File: src/rtl/bcdp2_pkg.sv
// ----------------------------------------------------------------------------
// bcdp2_pkg
// types and constants shared by the power-of-two decimal expander
// ----------------------------------------------------------------------------
package bcdp2_pkg;

   localparam int DIGIT_W = 4;
   localparam int EXP_W   = 8;

   localparam logic [DIGIT_W-1:0] DIGIT_ZERO = 4'd0;
   localparam logic [DIGIT_W-1:0] DIGIT_ONE  = 4'd1;
   localparam logic [DIGIT_W-1:0] DIGIT_FIVE = 4'd5;
   localparam logic [DIGIT_W-1:0] DIGIT_TEN  = 4'd10;

   typedef enum logic [2:0] {
      ST_IDLE,
      ST_DOUBLE,
      ST_SKIP,
      ST_EMIT,
      ST_OVER
   } state_type;

   typedef struct packed {
      logic load;
      logic dbl;
      logic shift;
   } cmd_type;

   typedef struct packed {
      logic [DIGIT_W-1:0] top_digit;
      logic               carry_out;
   } status_type;

endpackage

File: src/rtl/bcdp2_datapath.sv
// ----------------------------------------------------------------------------
// bcdp2_datapath
// row of bcd digit cells: load one, double in place, shift toward the top
// ----------------------------------------------------------------------------
module bcdp2_datapath
   import bcdp2_pkg::*;
#(
   parameter int DIGITS = 64
) (
   input  logic       clock,
   input  cmd_type    cmd,
   output status_type status
);

   logic [DIGIT_W-1:0] digit_ff [DIGITS];
   logic [DIGIT_W-1:0] digit_in [DIGITS];

   always_comb begin
      for (int i = 0; i < DIGITS; i++) begin
         logic               carry;
         logic [DIGIT_W-1:0] twice;
         carry = 1'b0;
         if (i > 0) begin
            carry = (digit_ff[i-1] >= DIGIT_FIVE);
         end
         twice = {digit_ff[i][DIGIT_W-2:0], carry};
         if (digit_ff[i] >= DIGIT_FIVE) begin
            twice = twice - DIGIT_TEN;
         end
         digit_in[i] = digit_ff[i];
         if (cmd.load) begin
            digit_in[i] = (i == 0) ? DIGIT_ONE : DIGIT_ZERO;
         end else if (cmd.dbl) begin
            digit_in[i] = twice;
         end else if (cmd.shift) begin
            digit_in[i] = (i == 0) ? DIGIT_ZERO : digit_ff[i-1];
         end
      end
   end

   always_ff @(posedge clock) begin
      for (int i = 0; i < DIGITS; i++) begin
         digit_ff[i] <= digit_in[i];
      end
   end

   assign status.top_digit = digit_ff[DIGITS-1];
   assign status.carry_out = (digit_ff[DIGITS-1] >= DIGIT_FIVE);

endmodule

File: src/rtl/bcdp2_controller.sv
// ----------------------------------------------------------------------------
// bcdp2_controller
// sequencer: load, count doublings, flag overflow, skip leading zeros, emit digits
// ----------------------------------------------------------------------------
module bcdp2_controller
   import bcdp2_pkg::*;
#(
   parameter int DIGITS = 64
) (
   input  logic               clock,
   input  logic               reset,
   input  logic               start,
   input  logic [EXP_W-1:0]   req_exponent,
   output logic               busy,
   output logic               rsp_valid,
   output logic [DIGIT_W-1:0] rsp_digit,
   output logic               rsp_last,
   output logic               rsp_overflow,
   output cmd_type            cmd,
   input  status_type         status
);

   localparam int POS_W = $clog2(DIGITS);
   localparam logic [POS_W-1:0] POS_TOP = POS_W'(DIGITS - 1);

   state_type        state_ff, state_in;
   logic [EXP_W-1:0] left_ff, left_in;
   logic [POS_W-1:0] pos_ff, pos_in;
   logic             over_ff, over_in;

   always_ff @(posedge clock) begin
      if (reset) begin
         state_ff <= ST_IDLE;
         left_ff  <= '0;
         pos_ff   <= '0;
         over_ff  <= 1'b0;
      end else begin
         state_ff <= state_in;
         left_ff  <= left_in;
         pos_ff   <= pos_in;
         over_ff  <= over_in;
      end
   end

   always_comb begin
      state_in     = state_ff;
      left_in      = left_ff;
      pos_in       = pos_ff;
      over_in      = over_ff;
      cmd          = '0;
      busy         = 1'b1;
      rsp_valid    = 1'b0;
      rsp_digit    = status.top_digit;
      rsp_last     = 1'b0;
      rsp_overflow = 1'b0;
      case (state_ff)
         ST_IDLE: begin
            busy = 1'b0;
            if (start) begin
               cmd.load = 1'b1;
               left_in  = req_exponent;
               over_in  = 1'b0;
               state_in = ST_DOUBLE;
            end
         end
         ST_DOUBLE: begin
            if (left_ff == '0) begin
               pos_in   = POS_TOP;
               state_in = over_ff ? ST_OVER : ST_SKIP;
            end else begin
               cmd.dbl = 1'b1;
               over_in = over_ff | status.carry_out;
               left_in = left_ff - 1'b1;
            end
         end
         ST_SKIP: begin
            if (status.top_digit == DIGIT_ZERO && pos_ff != '0) begin
               cmd.shift = 1'b1;
               pos_in    = pos_ff - 1'b1;
            end else begin
               state_in = ST_EMIT;
            end
         end
         ST_EMIT: begin
            rsp_valid = 1'b1;
            rsp_last  = (pos_ff == '0);
            if (pos_ff == '0) begin
               state_in = ST_IDLE;
            end else begin
               cmd.shift = 1'b1;
               pos_in    = pos_ff - 1'b1;
            end
         end
         ST_OVER: begin
            rsp_valid    = 1'b1;
            rsp_digit    = DIGIT_ZERO;
            rsp_last     = 1'b1;
            rsp_overflow = 1'b1;
            state_in     = ST_IDLE;
         end
         default: begin
            state_in = ST_IDLE;
         end
      endcase
   end

endmodule

File: src/rtl/bcd_power_of_two.sv
// ----------------------------------------------------------------------------
// bcd_power_of_two
// emits 2^n in decimal, one digit per response, most significant first
//
//   channel   ports                                      handshake
//   request   req_exponent                               start && !busy
//   response  rsp_digit, rsp_last, rsp_overflow          rsp_valid, one cycle
//
// one doubling of all digits per cycle, n doublings in all, then the zero skip
// and emission of the digits; busy stays high until the last response
// an overflowing exponent gives a single response with rsp_overflow set
// synchronous active-high reset returns to idle; the receiver cannot stall
// ----------------------------------------------------------------------------
module bcd_power_of_two
   import bcdp2_pkg::*;
#(
   parameter int DIGITS = 64
) (
   input  logic               clock,
   input  logic               reset,
   input  logic               start,
   output logic               busy,
   input  logic [EXP_W-1:0]   req_exponent,
   output logic               rsp_valid,
   output logic [DIGIT_W-1:0] rsp_digit,
   output logic               rsp_last,
   output logic               rsp_overflow
);

   cmd_type    cmd;
   status_type status;

   bcdp2_controller #(
      .DIGITS (DIGITS)
   ) u_controller (
      .clock        (clock),
      .reset        (reset),
      .start        (start),
      .req_exponent (req_exponent),
      .busy         (busy),
      .rsp_valid    (rsp_valid),
      .rsp_digit    (rsp_digit),
      .rsp_last     (rsp_last),
      .rsp_overflow (rsp_overflow),
      .cmd          (cmd),
      .status       (status)
   );

   bcdp2_datapath #(
      .DIGITS (DIGITS)
   ) u_datapath (
      .clock  (clock),
      .cmd    (cmd),
      .status (status)
   );

endmodule

File: config.mk
export PLATFORM = sky130hd
export DESIGN_NAME = bcd_power_of_two
export DESIGN_NICKNAME = d
export VERILOG_FILES = /design/src/rtl/bcdp2_pkg.sv /design/src/rtl/bcdp2_datapath.sv /design/src/rtl/bcdp2_controller.sv /design/src/rtl/bcd_power_of_two.sv
export SDC_FILE = /design/constraint.sdc
export NUM_CORES = 1
export LEC_CHECK = 0
export ABC_AREA = 1
export BUFFER_PORTS_ARGS = -buffer_cell sky130_fd_sc_hd__clkbuf_2
export CAP_MARGIN = 30
export CORE_ASPECT_RATIO = 1.5
export CORE_MARGIN = 2
export CORE_UTILIZATION = 45
export DETAILED_ROUTE_END_ITERATION = 10
export GPL_ROUTABILITY_DRIVEN = 0
export MAX_ROUTING_LAYER = met4
export PLACE_DENSITY = 0.7
export SYNTH_ARGS = -nofsm -noshare
export SYNTH_HDL_FRONTEND = slang
export SYNTH_HIERARCHICAL = 1
export SYNTH_SLANG_ARGS = --single-unit
File: constraint.sdc
create_clock -name clock -period 5.9 [get_ports clock]
set_clock_uncertainty 0.05 [all_clocks]
set_input_delay 0.59 -clock clock [delete_from_list [all_inputs] [get_ports clock]]
set_output_delay 0.59 -clock clock [all_outputs]
set_load 0.01 [all_outputs]
# Word-level counts from Yosys, hierarchy flattened
# Memories as Yosys holds them, arrays and structs flattened.
# Index checks and enable logic that the tools add are counted.
[classes] add_sub_neg=66 multipliers=0 div_mod_pow=0 order_cmp=64 n_eq_ne=11 shift=0 n_mux=284 n_bitwise=1 reduce_logical=12
[op_table] op="4-bit 2-to-1 mux" count=257
[op_table] op="4-bit by 3-bit >= comparator with 1-bit output, second input constant" count=64
[op_table] op="4-bit subtractor, second input constant" count=64
[op_table] op="6-bit 2-to-1 mux" count=3
[op_table] op="6-bit one-hot mux with 3 select lines" count=1
[op_table] op="8-bit 2-to-1 mux" count=2
[op_table] op="8-bit one-hot mux with 2 select lines" count=1
[op_table] op="3-bit 2-to-1 mux" count=5
[op_table] op="3-bit one-hot mux with 4 select lines" count=1
[op_table] op="1-bit 2-to-1 mux" count=11
[op_table] op="8-bit logical NOT" count=1
[op_table] op="2-bit != test, second input constant" count=4
[op_table] op="4-bit AND reduction" count=2
[op_table] op="8-bit by 1-bit subtractor with 8-bit output, second input constant" count=1
[op_table] op="3-bit by 2-bit == test with 1-bit output, second input constant" count=2
[op_table] op="6-bit logical NOT" count=1
[op_table] op="2-bit by 1-bit != test with 1-bit output, second input constant" count=3
[op_table] op="1-bit one-hot mux with 2 select lines" count=3
[op_table] op="6-bit nonzero test" count=1
[op_table] op="6-bit by 1-bit subtractor with 6-bit output, second input constant" count=1
[op_table] op="4-bit logical NOT" count=1
[op_table] op="3-bit by 1-bit == test with 1-bit output, second input constant" count=1
[op_table] op="3-bit == test, second input constant" count=1
[op_table] op="3-bit logical NOT" count=1
[op_table] op="other kinds (6)" count=6
[totals] reg_bits=18 latch_bits=0 mem_bits_rw=256 rom_bits=0 inputBits=11 output_inout_bits=8 elab_cells=443 memories=1
[memory_table] name="u_datapath.digit_ff" words=64 width=4 read_ports=64 rd_clocked_by_memory_dff=0 write_ports=64 line_no="bcdp2_datapath.sv:15" source="logic [DIGIT_W-1:0] digit_ff [DIGITS];"

# Longest topological paths before layout
# Gate-level depths: netlist (run 1).
[logic_depth] depth_word=7 mapped_depth=14

# Hierarchy
# Netlist (run 1), hierarchy kept.
[modules_own_cells] mod="bcdp2_datapath" n_inst=1 cells_per_inst=2592 area_per_inst_um2=16651.0 seq_area_each_um2=5124.9
[modules_own_cells] mod="bcdp2_controller" n_inst=1 cells_per_inst=195 area_per_inst_um2=1253.7 seq_area_each_um2=360.3

# Worst setup path before layout (run 1)
# Ideal clock, no wire load.
[synth_timing] kind="reg-to-reg" startpoint="register u_controller.left_ff[0]" endpoint="memory u_datapath.digit_ff[30][0] (netlist: u_datapath/digit_ff[0][120])" setup_time_ps=122 arrival_time_ps=1819 path_slack_ps=3909 path_stages_with_launch=14 synth_period_minus_slack_ps=1991 cell_sequence="dfxtp_1 > inv_1 > ha_1 > nand3_1 > nor2_4 > nor2_2 > buf_6 > inv_2 > buf_2 > buf_2 > a21oi_1 > nand2_1 > o21ai_0 > a21oi_1"
[synth_rtl] element="start: declaration" line_no="bcdp2_controller.sv:27" source="logic [EXP_W-1:0] left_ff, left_in;"
[synth_rtl] element="start signal: assignment" line_no="bcdp2_controller.sv:39" source="left_ff <= left_in;"
[synth_rtl] element="end: declaration" line_no="bcdp2_datapath.sv:15"

==> summary.md, run 1 <==
| Metric | Value |
|---|---|
| Status | `finished, final reports clean` |
| Vias per cell | `around 5.5` |
| CP max stage delay | `0.62 ns` |
| Top cells by area, synth | `dfxtp_1 31%, nand2_1 14%, nand3_1 9.3%, ha_1 9.2%, inv_1 9.1%` |
| DR pass1 iterations | `6` |
| Max_slew headroom | `0.303` |
| Initial antenna violation count | `0` |
| Slew Viols, Final | `0` |
| Post-synthesis compound-gate area fraction | `0.186` |
| Most numerous cell in the Yosys netlist | `nand2_1` |
| Diodes inserted | `0` |
| Dpl hpwl | `about 27000 um` |
| Post-Syn Nets | `between 2000 and 3000` |
| Syn avg cell area | `between 6 and 7 um^2` |
| Area of the core | `just under 40000 um^2` |
| Setup Crit Path Kind | `register to register` |
| Root buf cell | `clkbuf_16` |
| CTS tree | `yes` |
| Initial DRC Count | `1208` |
| Yosys warning count | `6` |
| Post-synth top cells | `648 x nand2_1, 433 x inv_1, 332 x nand3_1` |
| Final Critical Period | `around 3.5 ns` |
| TNS Setup | `0 ns` |
| Largest family of logic cells by synthesized area | `simple AND/OR/NAND/NOR gates` |
| Synth top area share | `0.306` |
| Hold_buf cts | `0` |
| # DRC | `0` |
| Max-cap violations | `0` |
| Post-DR wirelength/cell | `13.4 um` |
| Leak | `8.52 nW` |
| Crit-path slowest cell | `nand2_2` |
| Simple-gate share of the synthesized area | `0.287` |
| Post-CTS Setup Inserts | `0` |
| IO Pins | `19` |
| CTS buffer count | `29` |
| Synthesis-to-layout area growth | `6.65%` |
| Predominant post-synthesis flop cell | `dfxtp_1` |
| Rows | `slightly below 90` |
| Grt ovf | `0` |
| Dominant cell type by area after synthesis | `dfxtp_1` |
| First-pass GRT wire length | `74100 um` |
| Post-synthesis adder-cell area fraction | `0.0915` |
| CP cell instances | `inv_1 -> ha_1 -> nand3_1 -> nand3_1 -> nand2_2 -> nor2_8 -> inv_8 -> buf_16 -> buf_12 -> o21ai_0 -> nor3_1` |
| Largest net degree at the start of global routing | `between 150 and 200` |
| Final WL | `about 43000 um` |
| H-tree levels | `1` |
| Peak VDD IR | `between 0.0009 and 0.001 V` |
| CP most frequent cell | `nand3_1` |
| XOR/XNOR share of the synthesized area | `0` |
| Share of cells above drive strength 1 | `0.0364` |
| Clock Tree Buf Depth | `3` |
| GRT Total Usage | `0.209` |
| Worst-path fanout max | `115` |
| Final WS setup | `approximately 2.4 ns` |
| Final setup vio count | `0` |
| Max Freq | `0.282 GHz` |
| CTS clk-pin slew, worst paths | `0.07 ns` |
| Mux cell area share after synthesis | `0` |
| Starting density of the core | `0.455` |
| Power per cell area | `a little over 600 nW/um^2` |
| Mapped cell area | `roughly 18000 um^2` |
| Vias | `approximately 18000` |
| CP endpoint kind | `register` |
| Sequential fraction of the synthesis area | `0.306` |
| Post-CTS Resized | `0` |
| Synth async-reset ratio | `0` |
| Clock tree sinks | `274` |
| Later-pin clock latency in the skew report | `0.56 ns` |
| Die Span Y | `approximately 250 um` |
| WP data required | `6.32 ns` |
| Worst-margin pin slew | `1.05 ns` |
| Critical path data arrival time | `3.97 ns` |
| Post-Syn Instances | `roughly 2800` |
| Die Wd | `approximately 170 um` |
| Detail Route Antenna Nets | `0` |
| Final period utilization | `0.602` |
| Input/output buffers | `18` |
| Worst hold path type | `input port to register` |
| Die area | `roughly 41000 um^2` |
| Vias in the first global route | `~17000` |
| Worst slack, placed | `roughly 2.4 ns` |
| Crit path launch type | `register` |
| Number of synthesized flops with an enable pin | `0` |
| Fin nets | `2848` |
| RSZ-0062 raised after global routing | `false` |
| Seq cells post-synth | `about 270` |
| Synth unique cells | `32` |
| Final hold vios | `0` |
path summary, 6_finish.rpt:
check	startpoint	end	slack [ns]	cells past startpoint
hold / removal	req_exponent[6]	u_controller/left_ff[6]$_SDFFE_PP0P_	0.25	3
hold reg to reg	u_datapath/digit_ff[1][73]$_SDFFE_PP0P_	u_datapath/digit_ff[1][73]$_SDFFE_PP0P_	0.41	2
setup reg to reg	u_controller/pos_ff[0]$_SDFFE_PP0P_	u_datapath/digit_ff[1][59]$_SDFFE_PP0P_	2.35	11
setup / recovery	u_controller/pos_ff[0]$_SDFFE_PP0P_	u_datapath/digit_ff[1][59]$_SDFFE_PP0P_	2.35	11
cells in the final DEF (no fill, tap or decap), types with 10 or more instances in the layout:
cell type  synthesis  final
nand2_1          648    647
o21ai_0          201    201
dfxtp_1          274    274
o21ai_1           96     96
inv_1            433    432
nand3_1          332    332
a31oi_1           81     81
a22oi_1           12     12
ha_1             131    131
clkbuf_2           0     18
nand4_1           89     89
clkbuf_16          0     29
buf_4             13     10
a21oi_1          238    238
nor2_1            76     76
final cells by class:
| cell class | instances | area (um^2) |
|---|---|---|
| timing repair buffer | 32 | 260 |
| clock inverter | 11 | 158 |
| sequential | 274 | 5490 |
| tap | 500 | 626 |
| fill | 3924 | 20200 |
| inverter | 438 | 1660 |
| clock buffer | 37 | 796 |
| multi-input combinational | 1931 | 10100 |
kinds of logic after synthesis:
logic type | after synthesis
AND/OR/NAND/NOR | 1167
AO/OA/AOI/OAI | 633
buffers and inverters | 582
flip-flops | 274
adder cells (fa/ha/maj) | 131
where the power goes:
| part | switching (W) | internal [W] | total [W] |
|---|---|---|---|
| logic | 0.00435 | 0.00218 | 0.00654 |
| registers | 0.000614 | 0.00256 | 0.00318 |
| clock network | 0.000768 | 0.00112 | 0.00188 |
| total | 0.00573 | 0.00586 | 0.0116 |
worst max-delay path, delay by kind of cell (launching register included):
| family | cells | cell delay, ns |
|---|---|---|
| buffers and inverters | 4 | 1.29 |
| and+or+nand+nor | 5 | 1.26 |
| DFF | 1 | 0.31 |
| adders and majority gates | 1 | 0.26 |
| AOI/OAI and AO/OA | 1 | 0.14 |
layer usage:
metal | vias to the layer above | wire (um) | global-route usage
met2 | 349 | 22000 | 0.390
met4 | 0 | 1060 | 0.0862
met5 | - | 0 | -
li1 | 9048 | - | -
met3 | 80 | 1520 | 0.0192
met1 | 8178 | 18500 | 0.228
flip-flops by register name, indices dropped and copies added (netlist names):
signal,count
u_controller/left_ff,8
u_controller/over_ff,1
u_datapath/digit_ff,256
u_controller/state_ff,3
u_controller/pos_ff,6
per-stage QoR:
stage	utilization	instances	instance area, um^2	power [W]	hold WS [ns]
final	0.486	3223	19100	0.0116	0.252
after global routing	0.486	3223	19100	0.0128	0.250
after CTS	0.485	3222	19100	0.0116	0.225
after detailed placement	0.461	3174	18100	0.00967	0.407
after global placement	0.460	3173	18100	0.00940	0.403
after floorplan	-	2787	17900	0.00836	0.395
(Power assumes the default switching activity.)
==> inputs of run 2 (changes only) <==
- clock period: 5.9 -> 3.45 ns (I/O delays scaled with it)
==> summary.md, run 2 (synthesis gave the netlist of run 1 again) <==
| Metric | Value |
|---|---|
| Peak VDD IR | `0.00114 V (was 0.000997 V)` |
| Worst hold path type | `input port to register (unchanged)` |
| Post-CTS Setup Inserts | `0 (unchanged)` |
| CTS buffer count | `29 (unchanged)` |
| Fin nets | `2860 (was 2848)` |
| Max Freq | `0.399 GHz (was 0.282 GHz)` |
| Routed wl met3 | `1520 um (about the same)` |
| Max_slew headroom | `0.473 (was 0.303)` |
| Max reg flops | `256 (unchanged)` |
| # DRC | `0 (unchanged)` |
| Reg-to-reg startpoint | `u_controller/pos_ff[0]$_SDFFE_PP0P_ (unchanged)` |
| WP data required | `3.85 ns (was 6.32 ns)` |
| Vias | `17687 (was 17655)` |
| Vias in the first global route | `16944 (was 17143)` |
| IO Pins | `19 (unchanged)` |
| Input/output buffers | `18 (unchanged)` |
| Largest reg by FF count | `u_datapath/digit_ff (unchanged)` |
| Die Wd | `167 um (unchanged)` |
| Crit path launch type | `register (unchanged)` |
| Final Critical Period | `2.51 ns (was 3.55 ns)` |
| Final hold vios | `0 (unchanged)` |
| Largest net degree at the start of global routing | `145 (was 196)` |
| Starting density of the core | `0.455 (unchanged)` |
| Initial DRC Count | `1182 (was 1208)` |
| Status | `finished, final reports clean (unchanged)` |
| H-tree levels | `1 (unchanged)` |
| Critical Path Sink | `u_datapath/digit_ff[1][49]$_SDFFE_PP0P_ (was u_datapath/digit_ff[1][59]$_SDFFE_PP0P_)` |
| RSZ-0062 raised after global routing | `false (unchanged)` |
| First-pass GRT wire length | `73800 um (was 74100 um)` |
| Clock Tree Buf Depth | `3 (unchanged)` |
| Setup Crit Path Kind | `register to register (unchanged)` |
| Grt ovf | `0 (unchanged)` |
| Die Span Y | `248 um (unchanged)` |
| Root buf cell | `clkbuf_16 (unchanged)` |
| Rows | `89 (unchanged)` |
| Vias per cell | `5.46 (was 5.48)` |
| Max-cap violations | `0 (unchanged)` |
| Hold_buf cts | `2 (was 0)` |
| CP endpoint kind | `register (unchanged)` |
| Hold Path Origin | `req_exponent[7] (was req_exponent[6])` |
| DR pass1 iterations | `5 (was 6)` |
| CTS tree | `yes (unchanged)` |
| Detail Route Antenna Nets | `0 (unchanged)` |
| Initial antenna violation count | `0 (unchanged)` |
| TNS Setup | `0 ns (unchanged)` |
| Worst-margin pin slew | `0.790 ns (was 1.05 ns)` |
| Metal-1 WL | `18700 um (was 18500 um)` |
| Final period utilization | `0.727 (was 0.602)` |
| Leak | `8.60 nW (was 8.52 nW)` |
| Final WL | `43100 um (about the same)` |
| GRT Total Usage | `0.208 (was 0.209)` |
| Post-CTS Resized | `0 (unchanged)` |
| Die area | `41400 um^2 (unchanged)` |
| Top sig layer | `met4 (unchanged)` |
| Number of cells after detailed placement | `3185 (was 3174)` |
| Critical path data arrival time | `2.91 ns (was 3.97 ns)` |
| Worst setup path startpoint | `u_controller/pos_ff[0]$_SDFFE_PP0P_ (unchanged)` |
| Later-pin clock latency in the skew report | `0.57 ns (was 0.56 ns)` |
| Dpl hpwl | `26700 um (was 26600 um)` |
| Synthesis-to-layout area growth | `7.55% (was 6.65%)` |
| CTS clk-pin slew, worst paths | `0.06 ns (was 0.07 ns)` |
| Diodes inserted | `0 (unchanged)` |
| Slew Viols, Final | `0 (unchanged)` |
| Final setup vio count | `0 (unchanged)` |
| Post-DR wirelength/cell | `13.3 um (was 13.4 um)` |
| Top flop regs | `u_datapath/digit_ff (256), u_controller/left_ff (8), u_controller/pos_ff (6) (unchanged)` |
| Clock tree sinks | `274 (unchanged)` |
| Most common cell after layout, fill and taps aside | `nand2_1 (unchanged)` |
| Share of cells above drive strength 1 | `0.0391 (was 0.0364)` |
| Worst-path fanout max | `144 (was 115)` |
| Flop2flop setup slack | `0.94 ns (was 2.35 ns)` |
| Met2 routed WL | `22000 um (about the same)` |
| Power per cell area | `1040 nW/um^2 (was 607 nW/um^2)` |
| Worst Reg2Reg Path Length in Cells | `10 (was 11)` |
| Post-Layout Cell Count | `3238 (was 3223)` |
| Worst R2R End | `u_datapath/digit_ff[1][49]$_SDFFE_PP0P_ (was u_datapath/digit_ff[1][59]$_SDFFE_PP0P_)` |
| Most frequent cells in the layout | `647 x nand2_1, 432 x inv_1, 332 x nand3_1 (unchanged)` |
| Area of the core | `39300 um^2 (unchanged)` |
-- run 2: cell types whose count changed in the layout (fill, tap and decap cells not counted) --
| cell | before | now |
|---|---|---|
| clkbuf_1 | 4 | 9 |
| buf_16 | 2 | 0 |
| buf_12 | 2 | 10 |
| clkinv_2 | 7 | 5 |
| clkbuf_8 | 4 | 3 |
| clkinvlp_4 | 1 | 0 |
| buf_4 | 10 | 14 |
| dlygate4sd3_1 | 0 | 2 |
| inv_6 | 1 | 3 |
-- run 2: routing by layer --
| metal | global-route usage | vias to the layer above |
|---|---|---|
| li1 | - | 9073 |
| met1 | 0.230 | 8222 |
| met2 | 0.389 | 320 |
| met3 | 0.0200 | 72 |
| met4 | 0.0738 | 0 |
| met5 | - | - |
-- run 2: how the worst min path moves through the flow --
stage | cells past startpoint | to | slack [ns]
floorplan | 2 | u_datapath/digit_ff[0][13]$_SDFFE_PP0P_ | 0.39
global placement | 2 | u_datapath/digit_ff[1][61]$_SDFFE_PP0P_ | 0.40
detailed placement | 2 | u_datapath/digit_ff[0][53]$_SDFFE_PP0P_ | 0.41
CTS | 3 | u_controller/left_ff[7]$_SDFFE_PP0P_ | 0.003
global route | 2 | u_controller/pos_ff[5]$_SDFFE_PP0P_ | 0.06
finish | 3 | u_controller/left_ff[7]$_SDFFE_PP0P_ | 0.02
-- run 2: power by group --
part	leakage (nW)	switching (W)	internal (W)
Sequential	2.26	0.00104	0.00438
Combinational	5.87	0.00749	0.00391
Clock	0.471	0.00133	0.00191
-- run 2: stage by stage --
step / instance area (um^2) / setup WS [ns] / hold slack, ns / total power, W / util
2_1_floorplan: 17900 / 1.46 / 0.395 / 0.0143 / -
3_3_place_gp: 18300 / 1.01 / 0.402 / 0.0164 / 0.465
3_5_place_dp: 18300 / 0.981 / 0.407 / 0.0168 / 0.465
4_1_cts: 19300 / 0.976 / 0.00268 / 0.0201 / 0.490
5_1_grt: 19300 / 0.774 / 0.0562 / 0.0221 / 0.490
6_report: 19300 / 0.943 / 0.0223 / 0.0201 / 0.490
-- run 2: cell type report --
type	count	area, um^2
clock buffer	41	801
clock inverter	10	158
fill	3919	20100
inverter	438	1660
multi-input combinational	1931	10100
sequential	274	5490
tap	500	626
timing repair buffer	44	415
-- run 2: critical path: stages (launching register included) --
cell     delay (ns)
dfxtp_1        0.30
inv_1          0.17
ha_1           0.25
nand3_1        0.19
nand3_1        0.14
nand2_2        0.12
nor2_8         0.16
buf_12         0.54
a21oi_1        0.16
o21ai_1        0.14
inv_1          0.06
